[config.mk]
export PLATFORM = sky130hd
export DESIGN_NAME = fp32_fp16_converter
export DESIGN_NICKNAME = d
export VERILOG_FILES = /design/src/rtl/fp_cvt_pkg.sv /design/src/rtl/fp32_fp16_converter.sv
export SDC_FILE = /design/constraint.sdc
export NUM_CORES = 1
export LEC_CHECK = 0
export ABC_AREA = 1
export CAP_MARGIN = 0
export CORE_MARGIN = 5
export CORE_UTILIZATION = 40
export DETAILED_ROUTE_END_ITERATION = 6
export DONT_BUFFER_PORTS = 1
export GPL_TIMING_DRIVEN = 0
export PLACE_DENSITY = 0.59
export SYNTH_ARGS = -nofsm -noshare
export SYNTH_HDL_FRONTEND = slang
export SYNTH_SLANG_ARGS = --single-unit
[constraint.sdc]
create_clock -name clock -period 3.1 [get_ports clock]
set_clock_uncertainty 0.1 [all_clocks]
set_input_delay 0.155 -clock clock [delete_from_list [all_inputs] [get_ports clock]]
set_output_delay 0.155 -clock clock [all_outputs]
set_load 0.02 [all_outputs]
[src/rtl/fp_cvt_pkg.sv]
package fp_cvt_pkg;

   // Operation codes carried on req_op.
   localparam logic OP_S2H = 1'b0;
   localparam logic OP_H2S = 1'b1;

   // Single precision exponent bounds, as biased field values.
   localparam logic [7:0] SGL_EXP_MAX   = 8'hff;
   localparam logic [7:0] SGL_EXP_TINY  = 8'd102;
   localparam logic [7:0] SGL_EXP_HNORM = 8'd113;
   localparam logic [7:0] SGL_EXP_HOVF  = 8'd142;
   localparam logic [7:0] SGL_SUB_BASE  = 8'd126;

   // Half exponent bias adjustments into single precision.
   localparam logic [7:0] H2S_BIAS_NORM = 8'd112;
   localparam logic [7:0] H2S_BIAS_SUB  = 8'd113;

   // Canonical special results.
   localparam logic [31:0] HALF_NAN   = 32'h0000_7fff;
   localparam logic [14:0] HALF_INF   = 15'h7c00;
   localparam logic [30:0] SGL_INF    = 31'h7f80_0000;
   localparam logic [31:0] SGL_NAN    = 32'h7fff_ffff;
   localparam logic [4:0]  HALF_EXP_MAX = 5'h1f;

   // Normal half results keep 13 discarded fraction bits.
   localparam logic [4:0] NORM_SHIFT = 5'd13;
   localparam logic [4:0] STICKY_TOP = 5'd25;

   // Stage 1: decoded operand.
   typedef struct packed {
      logic        op;
      logic        special;
      logic [31:0] special_val;
      logic        sign;
      logic [23:0] sig;       // single significand, or half fraction in the low bits
      logic [4:0]  shift;     // right shift for S2H, left normalize for H2S
      logic [7:0]  expo;      // S2H: exponent to add at bit 10; H2S: final exponent
   } s1_type;

   // Stage 2: assembled result before the rounding increment.
   typedef struct packed {
      logic        op;
      logic [31:0] base;
      logic        inc;
   } s2_type;

   // Number of leading zeros in a nonzero half subnormal fraction, plus one:
   // the left shift that brings the top set bit to the implicit position.
   function automatic logic [4:0] norm_count(input logic [9:0] m);
      logic [4:0] n;
      n = 5'd10;
      for (int i = 0; i < 10; i++) begin
         if (m[i]) begin
            n = 5'(10 - i);
         end
      end
      return n;
   endfunction

endpackage

[src/rtl/fp32_fp16_converter.sv]
// IEEE-754 single/half precision converter. Each beat on the req_ channel
// carries an op bit (0 converts binary32 to binary16, 1 converts binary16 in
// the low 16 bits of req_operand to binary32) and produces exactly one beat
// on the rsp_ channel, in order. Single to half rounds to nearest, ties to
// even, produces half subnormals, and lets a rounding carry reach infinity;
// any NaN becomes 0x7fff. Half to single is exact; any NaN becomes
// 0x7fffffff and both half zeros become +0. The datapath is a three stage
// pipeline (decode, shift, round) that sustains one beat per clock when the
// consumer keeps rsp_ready high. Every stage carries its own valid bit and
// holds its contents while the stage after it is full and stalled, so no
// beat is lost or repeated under back pressure. There is no configuration
// and no state beyond the pipeline registers.
module fp32_fp16_converter
   import fp_cvt_pkg::*;
(
   input  logic        clock,
   input  logic        reset,
   input  logic        req_valid,
   output logic        req_ready,
   input  logic        req_op,
   input  logic [31:0] req_operand,
   output logic        rsp_valid,
   input  logic        rsp_ready,
   output logic [31:0] rsp_converted
);

   // Pipeline valid bits and payload registers.
   logic        v1_ff, v2_ff, v3_ff;
   s1_type      s1_ff, s1_in;
   s2_type      s2_ff, s2_in;
   logic        s3_op_ff;
   logic [31:0] s3_res_ff, s3_res_in;

   // A stage may load when it is empty or when its content moves on.
   logic rdy1, rdy2, rdy3;

   assign rdy3      = !v3_ff || rsp_ready;
   assign rdy2      = !v2_ff || rdy3;
   assign rdy1      = !v1_ff || rdy2;
   assign req_ready = rdy1;

   // Stage 1: classify the operand and work out the shift amounts.
   always_comb begin
      logic        sgn;
      logic [7:0]  expf;
      logic [22:0] frac;
      logic [4:0]  he;
      logic [9:0]  hm;
      logic [4:0]  n;

      sgn  = req_operand[31];
      expf = req_operand[30:23];
      frac = req_operand[22:0];
      he   = req_operand[14:10];
      hm   = req_operand[9:0];
      n    = norm_count(hm);

      s1_in             = '0;
      s1_in.op          = req_op;

      unique case (req_op)
         OP_S2H: begin
            s1_in.sign = sgn;
            s1_in.sig  = {1'b1, frac};
            if (expf == SGL_EXP_MAX) begin
               // Infinity keeps its sign; every NaN collapses to one pattern.
               s1_in.special     = 1'b1;
               s1_in.special_val = (frac == '0) ? {16'b0, sgn, HALF_INF} : HALF_NAN;
            end else if (expf < SGL_EXP_TINY) begin
               s1_in.special     = 1'b1;
               s1_in.special_val = {16'b0, sgn, 15'b0};
            end else if (expf > SGL_EXP_HOVF) begin
               s1_in.special     = 1'b1;
               s1_in.special_val = {16'b0, sgn, HALF_INF};
            end else if (expf < SGL_EXP_HNORM) begin
               // Half subnormal: shift of 14 to 24, no exponent field.
               s1_in.shift = 5'(SGL_SUB_BASE - expf);
               s1_in.expo  = '0;
            end else begin
               s1_in.shift = NORM_SHIFT;
               s1_in.expo  = expf - SGL_EXP_HNORM;
            end
         end
         OP_H2S: begin
            s1_in.sign = req_operand[15];
            s1_in.sig  = {14'b0, hm};
            if (he == HALF_EXP_MAX) begin
               s1_in.special     = 1'b1;
               s1_in.special_val = (hm == '0) ? {req_operand[15], SGL_INF} : SGL_NAN;
            end else if (he != '0) begin
               s1_in.shift = '0;
               s1_in.expo  = {3'b0, he} + H2S_BIAS_NORM;
            end else if (hm == '0) begin
               s1_in.special     = 1'b1;
               s1_in.special_val = '0;
            end else begin
               // Half subnormal: normalize into a single precision normal.
               s1_in.shift = n;
               s1_in.expo  = H2S_BIAS_SUB - {3'b0, n};
            end
         end
         default: begin
            s1_in = '0;
         end
      endcase
   end

   // Stage 2: barrel shift, form the round and sticky bits, place the exponent.
   always_comb begin
      logic [23:0] q;
      logic [23:0] rb;
      logic [23:0] st;
      logic [10:0] mn;
      logic        sticky;

      q      = s1_ff.sig >> s1_ff.shift;
      rb     = s1_ff.sig >> (s1_ff.shift - 5'd1);
      st     = s1_ff.sig << (STICKY_TOP - s1_ff.shift);
      sticky = |st;
      mn     = 11'(s1_ff.sig[10:0] << s1_ff.shift);

      s2_in.op   = s1_ff.op;
      s2_in.base = '0;
      s2_in.inc  = 1'b0;
      if (s1_ff.special) begin
         s2_in.base = s1_ff.special_val;
      end else if (s1_ff.op == OP_S2H) begin
         s2_in.base = {16'b0, s1_ff.sign,
                       {4'b0, q[10:0]} + {s1_ff.expo[4:0], 10'b0}};
         // Round to nearest, ties to even.
         s2_in.inc  = rb[0] && (sticky || q[0]);
      end else begin
         s2_in.base = {s1_ff.sign, s1_ff.expo, mn[9:0], 13'b0};
      end
   end

   // Stage 3: apply the rounding increment. The carry may run from the
   // fraction into the exponent, up to half infinity, never into the sign.
   always_comb begin
      s3_res_in = s2_ff.base;
      if (s2_ff.inc) begin
         s3_res_in[14:0] = s2_ff.base[14:0] + 15'd1;
      end
   end

   always_ff @(posedge clock) begin
      if (reset) begin
         v1_ff <= 1'b0;
         v2_ff <= 1'b0;
         v3_ff <= 1'b0;
      end else begin
         if (rdy1) v1_ff <= req_valid;
         if (rdy2) v2_ff <= v1_ff;
         if (rdy3) v3_ff <= v2_ff;
      end
   end

   always_ff @(posedge clock) begin
      if (rdy1) s1_ff <= s1_in;
      if (rdy2) s2_ff <= s2_in;
      if (rdy3) begin
         s3_res_ff <= s3_res_in;
         s3_op_ff  <= s2_ff.op;
      end
   end

   assign rsp_valid     = v3_ff;
   assign rsp_converted = s3_res_ff;

`ifndef SYNTHESIS
   // Back pressure reaches the input only with every stage full and stalled.
   a_ready_full: assert property (@(posedge clock) disable iff (reset)
      !req_ready |-> (v1_ff && v2_ff && v3_ff && !rsp_ready))
      else $error("req_ready low while the pipeline has room");

   // A taken request beat always lands in the first stage.
   a_accept_lands: assert property (@(posedge clock) disable iff (reset)
      (req_valid && req_ready) |=> v1_ff)
      else $error("accepted beat not captured in stage 1");

   // Half results keep the upper half of the word clear.
   a_half_upper: assert property (@(posedge clock) disable iff (reset)
      (rsp_valid && s3_op_ff == OP_S2H) |-> (rsp_converted[31:16] == 16'b0))
      else $error("half result with nonzero upper bits");

   // A half NaN can only be the canonical pattern.
   a_half_nan: assert property (@(posedge clock) disable iff (reset)
      (rsp_valid && s3_op_ff == OP_S2H && rsp_converted[14:10] == HALF_EXP_MAX
       && rsp_converted[9:0] != 10'b0) |-> (rsp_converted == HALF_NAN))
      else $error("non-canonical half NaN");

   // A single NaN can only be the canonical pattern.
   a_sgl_nan: assert property (@(posedge clock) disable iff (reset)
      (rsp_valid && s3_op_ff == OP_H2S && rsp_converted[30:23] == 8'hff
       && rsp_converted[22:0] != 23'b0) |-> (rsp_converted == SGL_NAN))
      else $error("non-canonical single NaN");
`endif

endmodule
After elaboration in Yosys (flattened, before gate mapping)
Cells that the tools add are included.
- logic and storage cells: 72
- memory bits (writable): 0
- latch bits: 0
- memory bits (read-only): 0
- register bits after elaboration: 140
- output and inout bits: 34
- memories kept: 0
- input bits: 37
- $lt $le $gt $ge: 3
- multiply operators: 0
- muxes and demuxes: 28
- add/sub/neg operators: 8
- reduce and logical (&&, ||, !) cells: 13
- shift operators: 4
- bitwise operators: 1
- div/mod/pow operators: 0
- equal/unequal tests: 2
- operators with widths (cell ; number):
    33-bit two-way mux ; 6
    71-bit case mux with 2 select lines ; 1
    32-bit two-way mux ; 3
    13-bit two-way mux ; 7
    5-bit two-way mux ; 8
    24-bit OR reduction ; 1
    24-bit by 5-bit left shift with 24-bit output ; 1
    24-bit by 5-bit >> shifter with 1-bit output ; 1
    24-bit by 5-bit >> shifter with 11-bit output ; 1
    23-bit zero test ; 1
    8-bit by 7-bit less-than comparator with 1-bit output (second input constant) ; 2
    16-bit two-way mux ; 1
    11-bit by 15-bit adder with 15-bit output ; 1
    15-bit by 1-bit adder with 15-bit output (second input constant) ; 1
    15-bit two-way mux ; 1
    11-bit by 5-bit left shift with 10-bit output ; 1
    10-bit zero test ; 1
    5-bit subtractor (first input constant) ; 2
    5-bit by 7-bit adder with 8-bit output (second input constant) ; 1
    8-bit equality test (second input constant) ; 1
    8-bit > comparator (second input constant) ; 1
    7-bit by 5-bit subtractor with 8-bit output (first input constant) ; 1
    8-bit by 7-bit subtractor with 8-bit output (second input constant) ; 1
    5-bit equality test (second input constant) ; 1
    other kinds (8) ; 13

Logic depth before layout (Yosys ltp)
- depth in word-level cells: 14
- depth in mapped cells: 18
- depth with buffers taken out: 17

Worst setup path before layout
No wires, ideal clock.
- path kind: register to register
- start point: register v3_ff (netlist: rsp_valid)
- end point: register s1_ff[0] in the netlist's numbering (enable)
- required time: 2384 ps
- setup time: 616 ps
- stages on the path, launching flop included: 4
- clock period less this slack: 3004 ps
- path slack: 96 ps
- buffers on the path: 0
- arrival time: 2288 ps
- path through: dfxtp_1 nand2_1 nor2_1 nand2_1
- word-level cells in the longest chain between the ends: 4
- ends and longest elaborated chain (item ; RTL line ; source):
    from (decl) ; fp32_fp16_converter.sv:28 ; logic v1_ff, v2_ff, v3_ff;
    from (signal assigned) ; fp32_fp16_converter.sv:154 ; if (rdy3) v3_ff <= v2_ff;
    1-bit zero test ; fp32_fp16_converter.sv:37 ; assign rdy3 = !v3_ff || rsp_ready;
    1-bit logical OR ; fp32_fp16_converter.sv:37 ;
    via rdy3 ; fp32_fp16_converter.sv:35 ; logic rdy1, rdy2, rdy3;
    1-bit logical OR ; fp32_fp16_converter.sv:38 ; assign rdy2 = !v2_ff || rdy3;
    1-bit logical OR ; fp32_fp16_converter.sv:39 ; assign rdy1 = !v1_ff || rdy2;
    via req_ready ; fp32_fp16_converter.sv:19 ; output logic req_ready,
    to (signal assigned) ; fp32_fp16_converter.sv:159 ; if (rdy1) s1_ff <= s1_in;
    to (decl) ; fp32_fp16_converter.sv:29 ; s1_type s1_ff, s1_in;
The timed path passes the listed nets, and every way through them passes these cells.
A chain may end at the register's enable or synchronous reset.

==> impl_metrics.tcl <==
set metrics [dict create \
    route.detailed.drc 0 \
    power_frac_seq_pct 43.7 \
    finalNonFillerCells 1046 \
    fin_nets 863 \
    syn_area_um2 6490 \
    avgViaCountPerCell 5.215 \
    cts_tree "built" \
    syn_nets 811 \
    hold_viol_final 0 \
    rsz0062_at_grt "no" \
    ir_drop_uv 420.2 \
    synthAdderAreaFrac_pct 1.735 \
    cts_buffers 17 \
    power.density_nw_per_um2 577.7 \
    portBuffers 0 \
    fillers 1513 \
    fin_crit_sh_pct 92.19 \
    dr.pass1.iters 6 \
    yosysWarnings 0 \
    cts_sinks 114 \
    cp_top_family "compound AO/OA/AOI/OAI gates" \
    cts_root_buffer "clkbuf_16" \
    timing.final.max_slew_violations 0 \
    rows 46 \
    areaGrowthSynthToFinish_pct 18.85 \
    synth_top_family_by_area "simple AND/OR/NAND/NOR gates" \
    setup_viol_count_final 0 \
    antenna_found_initial 0 \
    crit_buf_inv 3 \
    cap_violations 0 \
    finalPower_mw 4.456 \
    clock_latency_ns 0.42 \
    grt_usage_pct 18.94 \
    crit_type "register to register" \
    endpoint_kind "register" \
    combPwrFrac_pct 13.7 \
    post-place-cells 982 \
    cellLeakagePower_nw 3.487 \
    initial_core_util_pct 40.86 \
    avgRoutedWirePerCell_um 16.43 \
    swShare_pct 27.57 \
    crit_required_ns 3.15 \
    synth_edf_count 111 \
    fp.dieW_um 137.4 \
    fmax_ghz 0.3499 \
    hold_slack_ns 0.03141 \
    clockBufferDepth 2 \
    vias 5455 \
    syn_area_per_cell_um2 8.484 \
    ys_seq_area_share_pct 52.28 \
    period_needed_ns 2.858 \
    synth_xor_area_share_pct 3.374 \
    coreArea_um2 15890 \
    drive_above_1_share_pct 8.072 \
    cp_cell_sequence "buf_2 > o21ai_1 > nand2_1 > nand3_1 > o21ai_1 > a21boi_2 > ha_1 > ha_1 > nand2_1 > inv_1 > nand2_1 > xor2_1 > o2bb2ai_1 > inv_1 > o21ai_1" \
    grt_pass1_wl_um 27340 \
    min_path_type "primary input to register" \
    clkTransAtPathRegs_ns 0.06 \
    ys_ff_latch 114 \
    tightest_slew_ns 0.7233 \
    ctsHtreeMaxLevel 4 \
    critPathArrivalTime_ns 2.91 \
    slowest_stage "edfxtp_1" \
    fp.dieH_um 137.4 \
    tns_ns 0 \
    ys.flop_type "edfxtp_1" \
    synth_mux_area_share_pct 0.1735 \
    slowest_delay_ns 0.43 \
    ff_latch_area_um2 3393 \
    post_synth_num_cell_types 41 \
    synth-compound-area-share_pct 10.74 \
    postRouteAntennaNets 0 \
    async_flop_share_pct 0 \
    grt-ovfl-total 0 \
    clkPwrFrac_pct 42.6 \
    die_area_um2 18870 \
    drtIter0Drc 421 \
    netlist_instances 765 \
    relSlewSlack_pct 51.61 \
    diodes 0 \
    grt_max_degree 39 \
    multi_input_area_um2 2631 \
    p_sw_mw 1.228 \
    dpl.hpwl_um 13300 \
    synth_simple_gate_area_share_pct 24.33 \
    p_int_mw 3.228 \
    cp_max_fo 10 \
    grt_pass1_vias 5343 \
    globalplace.congestion 0.9173 \
    wirelength_um 17190 \
    start_kind "register" \
    status "completed" \
    pin_count 71 \
    cts_setup_buffers 0 \
]
power by group through the flow:
stage	logic [mW]	registers, mW	clock network [mW]
after floorplan	0.406	1.96	0
after global placement	0.552	1.98	0
after detailed placement	0.554	1.98	0
after CTS	0.596	1.95	1.93
after global routing	0.677	1.96	2.01
final	0.610	1.95	1.90
synthesized netlist by cell type, types with 4 or more instances:
cell type | n | area, um2
edfxtp_1 | 111 | 3333
nand3_1 | 59 | 295.3
o21a_1 | 4 | 30.03
o21ai_0 | 50 | 250.2
nor3_1 | 5 | 25.02
xnor2_1 | 9 | 78.83
inv_1 | 89 | 334.1
o21ai_1 | 9 | 45.04
xor2_1 | 16 | 140.1
ha_1 | 9 | 112.6
buf_2 | 13 | 65.06
nor2_2 | 7 | 43.79
a21oi_1 | 18 | 90.09
o211ai_1 | 20 | 150.1
nand4_1 | 9 | 56.30
nand2_1 | 236 | 885.9
nor2_1 | 58 | 217.7
logic make-up (layout without fill, tap and decap cells):
kind of cell    count (synthesis)  count (layout)
mux                             1               1
fa+ha+maj                       9               9
buf+inv                       116             181
simple gates                  382             382
flops                         114             114
xor+xnor                       25              25
compound gates                118             118
flip-flops by register name (all words and copies together), names as in the netlist:
name / cells
rsp_converted: 32
rsp_valid: 1
s1_ff: 46
v2_ff: 1
s2_ff: 33
v1_ff: 1
metal layers:
metal	part of all wire, %	wire length (um)	vias to the layer above	GRT usage, %
met2	47	8046	201	30.57
met1	46	7867	2543	24.80
li1	-	-	2690	-
met5	0	0	-	0
met4	1.6	283	0	6.153
met3	5.8	990	21	5.113
worst register-to-register path, stage by stage (launching register included):
cell       delay [ns]
edfxtp_1         0.43
buf_2            0.22
o21ai_1          0.29
nand2_1          0.12
nand3_1          0.09
o21ai_1          0.14
a21boi_2         0.23
ha_1             0.21
ha_1             0.18
nand2_1          0.06
inv_1            0.08
nand2_1          0.06
xor2_1           0.14
o2bb2ai_1        0.12
inv_1            0.05
o21ai_1          0.06
path summary, 6_finish.rpt:
kind	from	end	slack, ns	depth (start not counted)
setup / recovery	s1_ff[8]	s2_ff[15]	0.24	15
setup reg to reg	s1_ff[8]	s2_ff[15]	0.24	15
hold / removal	req_operand[14]	s1_ff[6]	0.03	4
hold reg to reg	s2_ff[23]	rsp_converted[22]	0.31	0
metrics by stage:
stage | cell area [um2] | utilization, % | setup WS, ns
CTS | 7690 | 48.41 | 0.03638
global placement | 6760 | 42.56 | -0.6114
finish | 7714 | 48.56 | 0.2420
detailed placement | 6783 | 42.70 | -0.1060
global route | 7714 | 48.56 | 0.001432
floorplan | 6490 | - | 0.09580
final cells by class:
cell class,count,area share (%)
plain buffers,23,1.817
multi-input cells,535,34.11
inverters,93,4.607
clock inverters,15,2.044
well taps,216,3.504
flip-flops and latches,114,43.99
clock buffers,17,5.515
repair buffers,33,4.412
cell usage in the layout (no fill, tap or decap), types with 2 or more instances in the layout:
| master | count |
|---|---|
| nand3_1 | 59 |
| buf_2 | 10 |
| inv_2 | 2 |
| inv_6 | 3 |
| clkinv_1 | 2 |
| clkinv_2 | 2 |
| buf_1 | 2 |
| nor4_1 | 3 |
| buf_6 | 3 |
| nor3_1 | 5 |
| bufinv_16 | 2 |
| edfxtp_1 | 111 |
| nand4_1 | 9 |
| nor2_2 | 7 |
| nor2_1 | 58 |
| ha_1 | 9 |
| inv_1 | 88 |
| a31oi_1 | 2 |
| buf_4 | 5 |
| clkinv_4 | 4 |
| o211ai_1 | 20 |
| o221ai_1 | 3 |
| nand2_1 | 234 |
| and3_1 | 2 |
| nand2_2 | 2 |
| o31ai_1 | 2 |
| xor2_1 | 16 |
| o21ai_0 | 45 |
| dfxtp_1 | 3 |
| xnor2_1 | 9 |
| a21oi_1 | 18 |
| clkinvlp_4 | 4 |
| o21ai_1 | 13 |
| o21a_1 | 4 |
| clkbuf_1 | 3 |
| dlygate4sd3_1 | 32 |
| o22ai_1 | 2 |
| clkbuf_16 | 17 |
timing repair:
item	4_1_cts	5_1_grt
hold endpoints to repair	36	0
gates resized for setup	3	15
hold buffers	32	0
endpoints found under the setup margin	1	36
Note: power is estimated with default switching activity, not from simulation.
